--- config.mk ---
export PLATFORM = sky130hd
export DESIGN_NAME = pmn_ram
export DESIGN_NICKNAME = d
export VERILOG_FILES = /design/src/rtl/core/pmn_ram.sv
export SDC_FILE = /design/constraint.sdc
export NUM_CORES = 1
export LEC_CHECK = 0
export BUFFER_PORTS_ARGS = -buffer_cell sky130_fd_sc_hd__buf_4
export CORE_ASPECT_RATIO = 0.75
export CORE_MARGIN = 4
export CORE_UTILIZATION = 30
export CTS_CLUSTER_DIAMETER = 100
export DETAILED_ROUTE_END_ITERATION = 10
export GPL_ROUTABILITY_DRIVEN = 0
export MAX_ROUTING_LAYER = met4
export SLEW_MARGIN = 30
export SYNTH_ARGS = -nofsm -noshare
export SYNTH_HDL_FRONTEND = slang
export SYNTH_SLANG_ARGS = --single-unit
--- constraint.sdc ---
create_clock -name clk -period 5.6 [get_ports clk]
set_clock_uncertainty 0.1 [all_clocks]
set_input_delay 1.12 -clock clk [delete_from_list [all_inputs] [get_ports clk]]
set_output_delay 1.12 -clock clk [all_outputs]
set_load 0.01 [all_outputs]
--- src/rtl/core/pmn_ram.sv ---
// pmn_ram: generic single-write, single-read RAM with registered read data.
// No dependencies; used for the weight and momentum stores.
`timescale 1ns / 1ps

module pmn_ram #(
	parameter int WIDTH = 32,
	parameter int DEPTH = 16
) (
	input  logic                                   clk,
	input  logic                                   we,
	input  logic [(DEPTH > 1 ? $clog2(DEPTH) : 1)-1:0] waddr,
	input  logic [WIDTH-1:0]                       wdata,
	input  logic [(DEPTH > 1 ? $clog2(DEPTH) : 1)-1:0] raddr,
	output logic [WIDTH-1:0]                       rdata
);

	logic [WIDTH-1:0] mem_q [DEPTH];

	always_ff @(posedge clk) begin
		if (we) begin
			mem_q[waddr] <= wdata;
		end
		rdata <= mem_q[raddr];
	end

endmodule

==> results.py, run 1 <==
metrics = {
    "run_status": {
        "status": "finished, final reports clean",
    },
    "synthesis": {
        "synth_most_common_cell": "edfxtp_1",
        "syn_area_um2": 19900,
        "yosysUniqueCellTypes": 18,
        "synth_area_leaders": "edfxtp_1 (77%), mux4_2 (15%), dfxtp_1 (3.2%)",
        "syn_area_per_cell_um2": 23.7,
        "synth_top_area_share": 0.774,
        "synth_flop_cell": "edfxtp_1",
        "synth_edf_count": 512,
        "synth_commonest_cells": "edfxtp_1 (512), mux4_2 (128), a22oi_1 (64)",
        "ys_seq_area_frac": 0.807,
        "yosysTopAreaCell": "edfxtp_1",
        "synthCells": 838,
        "ys_ff_latch": 544,
        "synth_warnings": 0,
        "synth.net_count": 880,
        "async_reset_ff_frac": 0,
    },
    "worst_setup_path": {
        "cp_max_fo": 20,
        "endpoint": "mem_q[10][11]",
        "r2r_slack_ns": 3.95,
        "critPathArrivalTime_ns": 2.96,
        "cp-start-kind": "input port",
        "crit_required_ns": 5.73,
        "crit_path_end_kind": "flop",
        "worst_path_max_delay_cell": "nor2_4",
        "reg2reg_depth": 3,
        "startpoint": "waddr[2]",
        "cpMostUsedCell": "buf_4",
        "path_class": "in2reg",
        "path_cells": "buf_4 -> nand3b_1 -> nor2_4 -> buf_4",
        "rr_endpoint": "rdata[17]",
        "cp_slowest_stage_delay_ns": 0.86,
        "r2r_start": "mem_q[9][17]",
    },
    "global_route": {
        "grt_pass1_wl_um": 64300,
        "track_usage": 0.126,
        "overflow": 0,
        "antenna_found_initial": 5,
        "grt_pass1_vias": 9249,
        "grt_start_max_net_pins": 61,
    },
    "clock_network": {
        "cts-root-buf": "clkbuf_16",
        "cts_setup_buffers": 0,
        "tritoncts": "done",
        "htree_levels": 2,
        "cts_hold_buf": 0,
        "path_clk_slew_ns": 0.06,
        "clk_latency_ns": 0.58,
        "cts_max_path_buffers": 3,
        "cts_made_buffers": 50,
        "post_cts_resized": 0,
        "cts.sinks": 544,
    },
    "floorplan": {
        "coreArea_um2": 65400,
        "start_util": 0.304,
        "rows": 81,
        "num_io_pins": 74,
        "die_h_um": 231,
        "dieArea_um2": 70400,
        "fp.dieW_um": 305,
    },
    "route": {
        "drt-wirelength-per-cell_um": 23.4,
        "dr.first_iter.drc_count": 1071,
        "vias_per_cell": 4.80,
        "drt-pass1-iter-count": 5,
        "routed_wl_um": 43700,
        "ant_nets": 0,
        "drc_errors": 0,
        "vias": 8985,
    },
    "cells_and_area": {
        "fillCellCount": 5921,
        "nets": 994,
        "layout-drive-gt1-share": 0.335,
        "area_delta_synth_final_pct": 18.2,
        "fin_cells": 1870,
        "fin_area_um2": 23500,
    },
    "power": {
        "irDropWorstVdd_mv": 0.229,
        "powerDensity_nw_per_um2": 357,
        "p_leak_uw": 0.00741,
    },
    "sta": {
        "fin_crit_sh": 0.505,
        "slew_headroom": 0.347,
        "fin_setup_tns_ns": 0,
        "setup_viol": 0,
        "finalHoldViolations": 0,
        "drv_slew": 0,
        "final.min_clock_period_ns": 2.83,
        "max_slew.worst_pin.slew_ns": 0.977,
        "fmax_mhz": 353,
        "rsz0062_at_grt": "no",
    },
    "placement": {
        "dp_cells": 1770,
        "dp_hpwl_um": 24900,
        "place_area_um2": 21800,
        "port_buffers": 73,
    },
    "hold_path": {
        "hold_path_class": "reg2reg",
    },
    "flow_run": {
        "cap_violations": 0,
    },
}
critical path: cells and delay by family:
| family | cells | cell delay [ns] |
|---|---|---|
| buf+inv | 2 | 0.56 |
| simple gates | 2 | 1.26 |
cells in the final DEF (no fill, tap or decap), drive strengths merged:
cell        n
mux4      128
clkbuf     73
bufinv      2
edfxtp    512
dfxtp      32
and2        1
nor3        4
clkinvlp    1
or3b        1
nor2b       2
clkinv     18
nand2b      2
nand3       1
a22oi      64
buf       104
nand3b      2
nor2       13
nand2      33
diode       5
inv         1
state kept, by name, summed over array words and instances, names as in the netlist:
register / cells
mem_q: 512
rdata: 32
worst min-delay path by stage:
stage / startpoint / depth (start not counted) / to / slack [ns]
final: mem_q[14][11] / 3 / rdata[11] / 0.56
after global routing: mem_q[13][2] / 3 / rdata[2] / 0.60
after CTS: mem_q[13][2] / 3 / rdata[2] / 0.56
after detailed placement: mem_q[14][10] / 3 / rdata[10] / 0.55
after global placement: mem_q[14][2] / 3 / rdata[2] / 0.55
after floorplan: mem_q[14][0] / 3 / rdata[0] / 0.53
per-stage QoR:
stage | power [µW] | hold WS (ns) | worst slack [ns] | utilization
floorplan | 4890 | 0.535 | 1.20 | -
global placement | 5090 | 0.546 | 2.02 | 0.331
detailed placement | 5110 | 0.553 | 2.13 | 0.333
CTS | 8450 | 0.562 | 2.72 | 0.358
global route | 8670 | 0.598 | 2.62 | 0.359
finish | 8370 | 0.556 | 2.77 | 0.359
power by group:
group          internal (µW)  switching [µW]  total, µW
Combinational            189             244        433
Clock                   1900            1460       3360
Sequential              4550            27.9       4580
Total                   6640            1730       8370
cell type report:
| cell class | instances | area [µm²] | share of cell area |
|---|---|---|---|
| antenna | 5 | 12.5 | 0.000533 |
| multi-input combinational | 251 | 3760 | 0.160 |
| timing repair buffer | 105 | 960 | 0.0409 |
| clock buffer | 72 | 1450 | 0.0616 |
| clock inverter | 22 | 193 | 0.00821 |
| tap | 871 | 1090 | 0.0464 |
| sequential | 544 | 16000 | 0.682 |
routing by layer:
layer	GRT usage	share of wire	wire length, µm	up-vias
met4	0.0216	0.014	626	0
li1	-	-	-	3817
met5	-	0	0	-
met2	0.178	0.44	19100	308
met1	0.190	0.47	20700	4802
met3	0.0277	0.075	3290	58
logic make-up after synthesis:
logic type,share of synthesized area
AND/OR/NAND/NOR,0.0127
buffers and inverters,0.0112
AO/OA/AOI/OAI,0.0242
flip-flops,0.807
multiplexers,0.145
Power figures use the tool's default switching activity.
==> run 2: changes to the inputs <==
==> constraint.sdc (replaced) <==
create_clock -name clk -period 2.7 [get_ports clk]
set_clock_uncertainty 0.1 [all_clocks]
set_input_delay 0.54 -clock clk [delete_from_list [all_inputs] [get_ports clk]]
set_output_delay 0.54 -clock clk [all_outputs]
set_load 0.01 [all_outputs]
==> results.py, run 2 (same netlist as run 1, synthesis figures left out) <==
metrics = {
    "global_route": {
        "grt_pass1_vias": 9314,
        "overflow": 0,
        "track_usage": 0.129,
        "grt_start_max_net_pins": 43,
        "grt_pass1_wl_um": 65200,
        "antenna_found_initial": 2,
    },
    "cells_and_area": {
        "final_core_utilization": 0.362,
        "mostFrequentLayoutCells": "edfxtp_1 (512), mux4_2 (128), buf_4 (78)",
        "top_register": "mem_q",
        "layout-drive-gt1-share": 0.335,
        "largest_reg_flops": 512,
        "final_common_cell": "edfxtp_1",
        "area_delta_synth_final_pct": 19.2,
        "largestRegisters": "mem_q: 512 flops, rdata: 32 flops",
        "fin_area_um2": 23700,
        "nets": 996,
    },
    "power": {
        "seq_power_share": 0.552,
        "p_leak_uw": 0.00746,
        "p_int_uw": 13700,
        "powerDensity_nw_per_um2": 727,
        "swShare": 0.205,
        "irDropWorstVdd_mv": 0.445,
        "pwr-share-clk": 0.394,
        "power_switching_uw": 3530,
        "comb_power_share": 0.054,
    },
    "floorplan": {
        "die_h_um": 231,
        "rows": 81,
        "coreArea_um2": 65400,
        "num_io_pins": 74,
        "dieArea_um2": 70400,
        "start_util": 0.304,
        "fp.dieW_um": 305,
    },
    "sta": {
        "finalHoldViolations": 0,
        "max_slew.worst_pin.slew_ns": 0.597,
        "slew_headroom": 0.602,
        "fmax_mhz": 550,
        "drv_slew": 0,
        "finalWorstSetupSlack_ns": 0.882,
        "final.min_clock_period_ns": 1.82,
        "rsz0062_at_grt": "no",
        "setup_viol": 0,
        "fin_crit_sh": 0.673,
    },
    "worst_setup_path": {
        "path_class": "reg2out",
        "cp_slowest_stage_delay_ns": 0.44,
        "path_delay_family": "flip-flops",
        "worst_path_max_delay_cell": "dfxtp_1",
        "path_cells": "buf_4",
        "cp-start-kind": "flop",
        "critPathArrivalTime_ns": 1.18,
        "worst-path-buf-inv": 1,
        "crit_path_end_kind": "output port",
        "cp_max_fo": 1,
        "crit_required_ns": 2.06,
    },
    "route": {
        "drt-wirelength-per-cell_um": 23.7,
        "dr.first_iter.drc_count": 990,
        "drc_errors": 0,
        "vias_per_cell": 4.86,
        "vias": 9068,
        "ant_nets": 0,
        "drt-pass1-iter-count": 5,
        "routed_wl_um": 44200,
    },
    "placement": {
        "dp_hpwl_um": 23400,
        "place_ws_ns": 0.384,
        "place_area_um2": 22100,
        "port_buffers": 73,
    },
    "clock_network": {
        "tritoncts": "done",
        "cts_setup_buffers": 0,
        "path_clk_slew_ns": 0.07,
        "cts-root-buf": "clkbuf_16",
        "cts.sinks": 544,
        "htree_levels": 2,
        "cts_max_path_buffers": 3,
        "cts_hold_buf": 0,
        "cts_made_buffers": 47,
        "clk_latency_ns": 0.57,
        "post_cts_resized": 0,
    },
    "hold_path": {
        "hold_path_class": "in2reg",
    },
    "flow_run": {
        "cap_violations": 0,
    },
    "run_status": {
        "status": "finished, final reports clean",
    },
}
[run 2: cell types whose count changed in the layout (fill, tap and decap cells not counted), sizes merged]
cell,delta
clkbuf,-11
buf,+5
clkinv,+3
diode,-3
bufinv,+2
clkinvlp,-1
[run 2: area by class of cell]
type | count | area (µm²)
multi-input combinational | 251 | 3780
sequential | 544 | 16000
clock buffer | 61 | 1310
timing repair buffer | 110 | 1220
fill | 5925 | 41700
clock inverter | 26 | 248
tap | 871 | 1090
antenna | 2 | 5.00
[run 2: final timing paths]
check / start / end / slack [ns] / depth (start not counted)
min reg2reg: mem_q[12][21] / rdata[21] / 0.56 / 3
max: rdata[17] / rdata[17] / 0.88 / 1
min: wdata[13] / mem_q[12][13] / 0.17 / 1
max reg2reg: mem_q[3][11] / rdata[11] / 1.30 / 3
[run 2: power groups by stage]
stage	Combinational (µW)	Sequential [µW]	Clock (µW)
2_1_floorplan	454	9690	0
3_3_place_gp	935	9680	0
3_5_place_dp	952	9690	0
4_1_cts	952	9510	6950
5_1_grt	1010	9510	7340
6_report	930	9500	6770
[run 2: per-stage QoR]
stage          setup TNS, ns  power [µW]  std cells  hold WS (ns)
2_1_floorplan         -25.74       10100        838         0.535
3_3_place_gp               0       10600       1776         0.544
3_5_place_dp               0       10600       1776         0.551
4_1_cts                    0       17400       1863         0.142
5_1_grt                    0       17900       1865         0.159
6_report                   0       17200       1865         0.170
[run 2: per-layer routing]
layer,wire [µm],GRT usage,part of all wire
met3,2940,0.0260,0.066
met1,20700,0.192,0.47
met4,470,0.0191,0.011
met2,20100,0.188,0.46
met5,0,-,0
==> run 3: changes to the inputs <==
--- a/config.mk
+++ b/config.mk
@@ -5,6 +5,7 @@
 export SDC_FILE = /design/constraint.sdc
 export NUM_CORES = 1
 export LEC_CHECK = 0
+export ABC_AREA = 1
 export BUFFER_PORTS_ARGS = -buffer_cell sky130_fd_sc_hd__buf_4
 export CORE_ASPECT_RATIO = 0.75
 export CORE_MARGIN = 4
==> constraint.sdc (replaced) <==
create_clock -name clk -period 1.5 [get_ports clk]
set_clock_uncertainty 0.1 [all_clocks]
set_input_delay 0.3 -clock clk [delete_from_list [all_inputs] [get_ports clk]]
set_output_delay 0.3 -clock clk [all_outputs]
set_load 0.01 [all_outputs]
==> results.py, run 3 <==
metrics = {
    "cells_and_area": {
        "fin_area_um2": 27500,
        "layout-drive-gt1-share": 0.131,
        "final_common_cell": "nand2_1",
        "antennaDiodeCount": 0,
        "top_register": "mem_q",
        "fillCellCount": 7344,
        "mostFrequentLayoutCells": "nand2_1 (672), edfxtp_1 (512), inv_1 (384), nand3_1 (384), buf_4 (115)",
        "seq_area_um2": 16000,
        "nets": 2322,
        "largest_reg_flops": 512,
        "largestRegisters": "mem_q: 512 flops, rdata: 32 flops",
        "area_delta_synth_final_pct": 21.2,
        "multi_input_area_um2": 4720,
    },
    "worst_setup_path": {
        "path_class": "reg2out",
        "path_cells": "buf_4",
        "critPathArrivalTime_ns": 1.06,
        "cp_slowest_stage_delay_ns": 0.34,
        "path_delay_family": "flip-flops",
        "cp-start-kind": "flop",
        "worst-path-buf-inv": 1,
        "crit_required_ns": 1.10,
        "cp_max_fo": 1,
        "worst_path_max_delay_cell": "dfxtp_2",
        "crit_path_end_kind": "output port",
    },
    "synthesis": {
        "synth_commonest_cells": "nand2_1 (677), edfxtp_1 (512), inv_1 (388)",
        "yosysUniqueCellTypes": 15,
        "synthCells": 2120,
        "ys_seq_area_frac": 0.705,
        "syn_area_per_cell_um2": 10.7,
        "async_reset_ff_frac": 0,
        "synth_top_area_share": 0.676,
        "syn_area_um2": 22700,
        "synth_top_family_by_area": "simple AND/OR/NAND/NOR gates",
        "synth_warnings": 0,
        "synth_flop_cell": "edfxtp_1",
        "synth_area_leaders": "edfxtp_1 (68%), nand2_1 (11%), nand3_1 (8.5%)",
        "synth_most_common_cell": "nand2_1",
        "ys_ff_latch": 544,
        "yosys.area_share.simple": 0.200,
        "synth-adder-area-share": 0,
        "synth.mux.area_fraction": 0,
        "yosysTopAreaCell": "edfxtp_1",
        "yosys.area_share.xor_xnor": 0,
        "synth_edf_count": 512,
        "synth_compound_area_frac": 0,
        "synth.net_count": 2162,
    },
    "floorplan": {
        "start_util": 0.303,
        "fp.dieW_um": 326,
        "rows": 87,
        "die_h_um": 246,
        "coreArea_um2": 75100,
        "num_io_pins": 74,
        "dieArea_um2": 80300,
    },
    "power": {
        "finalPower_uw": 32700,
        "p_leak_uw": 0.0115,
        "irDropWorstVdd_mv": 0.745,
        "powerDensity_nw_per_um2": 1190,
    },
    "clock_network": {
        "tritoncts": "done",
        "cts.sinks": 544,
        "cts-root-buf": "clkbuf_16",
        "cts_max_path_buffers": 3,
        "cts_made_buffers": 52,
        "cts_setup_buffers": 0,
        "htree_levels": 2,
        "path_clk_slew_ns": 0.07,
        "clk_latency_ns": 0.60,
    },
    "sta": {
        "final.min_clock_period_ns": 1.46,
        "finalHoldViolations": 0,
        "setup_viol": 0,
        "rsz0062_at_grt": "no",
        "drv_slew": 0,
        "slew_headroom": 0.791,
        "fmax_mhz": 686,
        "fin_crit_sh": 0.972,
        "max_slew.worst_pin.slew_ns": 0.313,
    },
    "route": {
        "routed_wl_um": 56500,
        "drt-pass1-iter-count": 5,
        "dr.first_iter.drc_count": 1222,
        "drc_errors": 0,
        "vias_per_cell": 4.51,
        "drt-wirelength-per-cell_um": 17.1,
        "ant_nets": 0,
        "vias": 14900,
    },
    "global_route": {
        "overflow": 0,
        "grt_start_max_net_pins": 55,
        "grt_pass1_wl_um": 86900,
        "antenna_found_initial": 0,
        "track_usage": 0.143,
        "grt_pass1_vias": 14600,
    },
    "run_status": {
        "status": "finished, final reports clean",
    },
    "hold_path": {
        "hold_path_class": "in2reg",
    },
    "placement": {
        "port_buffers": 73,
        "dp_hpwl_um": 36100,
        "place_area_um2": 25500,
    },
    "flow_run": {
        "cap_violations": 0,
    },
}
run 3: changes by cell type after synthesis, sizes merged, moves of 2 or more:
| cell | change |
|---|---|
| clkbuf | -3 |
| nor2b | -2 |
| buf | +65 |
| nand3 | +384 |
| nor2 | +4 |
| nand2b | -2 |
| mux4 | -128 |
| a22oi | -64 |
| nand2 | +644 |
| nor3 | -4 |
| inv | +390 |
run 3: cell type report:
type	instances	area share
clock buffers	68	0.0516
clock inverters	29	0.0102
inverters	390	0.0537
multi-input cells	1081	0.171
flip-flops and latches	544	0.582
well taps	979	0.0445
repair buffers	211	0.0866
run 3: tightest hold or removal path, stage by stage:
cell,delay [ns]
buf_4,0.15
buf_4,0.20
nand3_1,0.09
nand2_1,0.04
run 3: worst paths after layout:
| check | startpoint | end | slack (ns) | depth (start not counted) |
|---|---|---|---|---|
| worst max-delay path | rdata[6] | rdata[6] | 0.04 | 1 |
| worst min-delay path | raddr[3] | rdata[10] | 0.14 | 4 |
| worst max register to register | mem_q[6][5] | rdata[5] | 0.35 | 6 |
| worst min register to register | mem_q[7][30] | rdata[30] | 0.57 | 6 |
run 3: kinds of logic after synthesis:
| kind of cell | after synthesis |
|---|---|
| simple gates | 1081 |
| flops | 544 |
| buf+inv | 495 |
run 3: where the power goes:
part / total (µW) / switching [µW] / internal [µW]
logic: 2430 / 1520 / 911
registers: 17100 / 116 / 17000
clock network: 13100 / 5710 / 7430
run 3: routing by layer:
| layer | wire length, µm | global-route usage | part of all wire |
|---|---|---|---|
| met5 | 0 | - | 0 |
| met1 | 27000 | 0.198 | 0.48 |
| met2 | 25500 | 0.224 | 0.45 |
| met3 | 3010 | 0.0229 | 0.053 |
| met4 | 948 | 0.0307 | 0.017 |
run 3: timing repair:
action | 4_1_cts | 5_1_grt
setup endpoints to repair | 12 | 6
endpoints found under the hold margin | 512 | 0
gates resized for setup | 16 | 7
hold buffers | 32 | 0
gates cloned | 0 | 0
run 3: through the flow:
| step | std cells | hold slack, ns | setup slack, ns | util | TNS (ns) |
|---|---|---|---|---|---|
| floorplan | 2120 | 0.299 | -0.237 | - | -63.20 |
| global placement | 3173 | 0.507 | -0.0573 | 0.339 | -9.15 |
| detailed placement | 3173 | 0.507 | -0.0913 | 0.339 | -13.84 |
| CTS | 3302 | 0.0961 | 0.000216 | 0.367 | 0 |
| global route | 3302 | 0.124 | 0.000958 | 0.367 | 0 |
| finish | 3302 | 0.136 | 0.0426 | 0.367 | 0 |
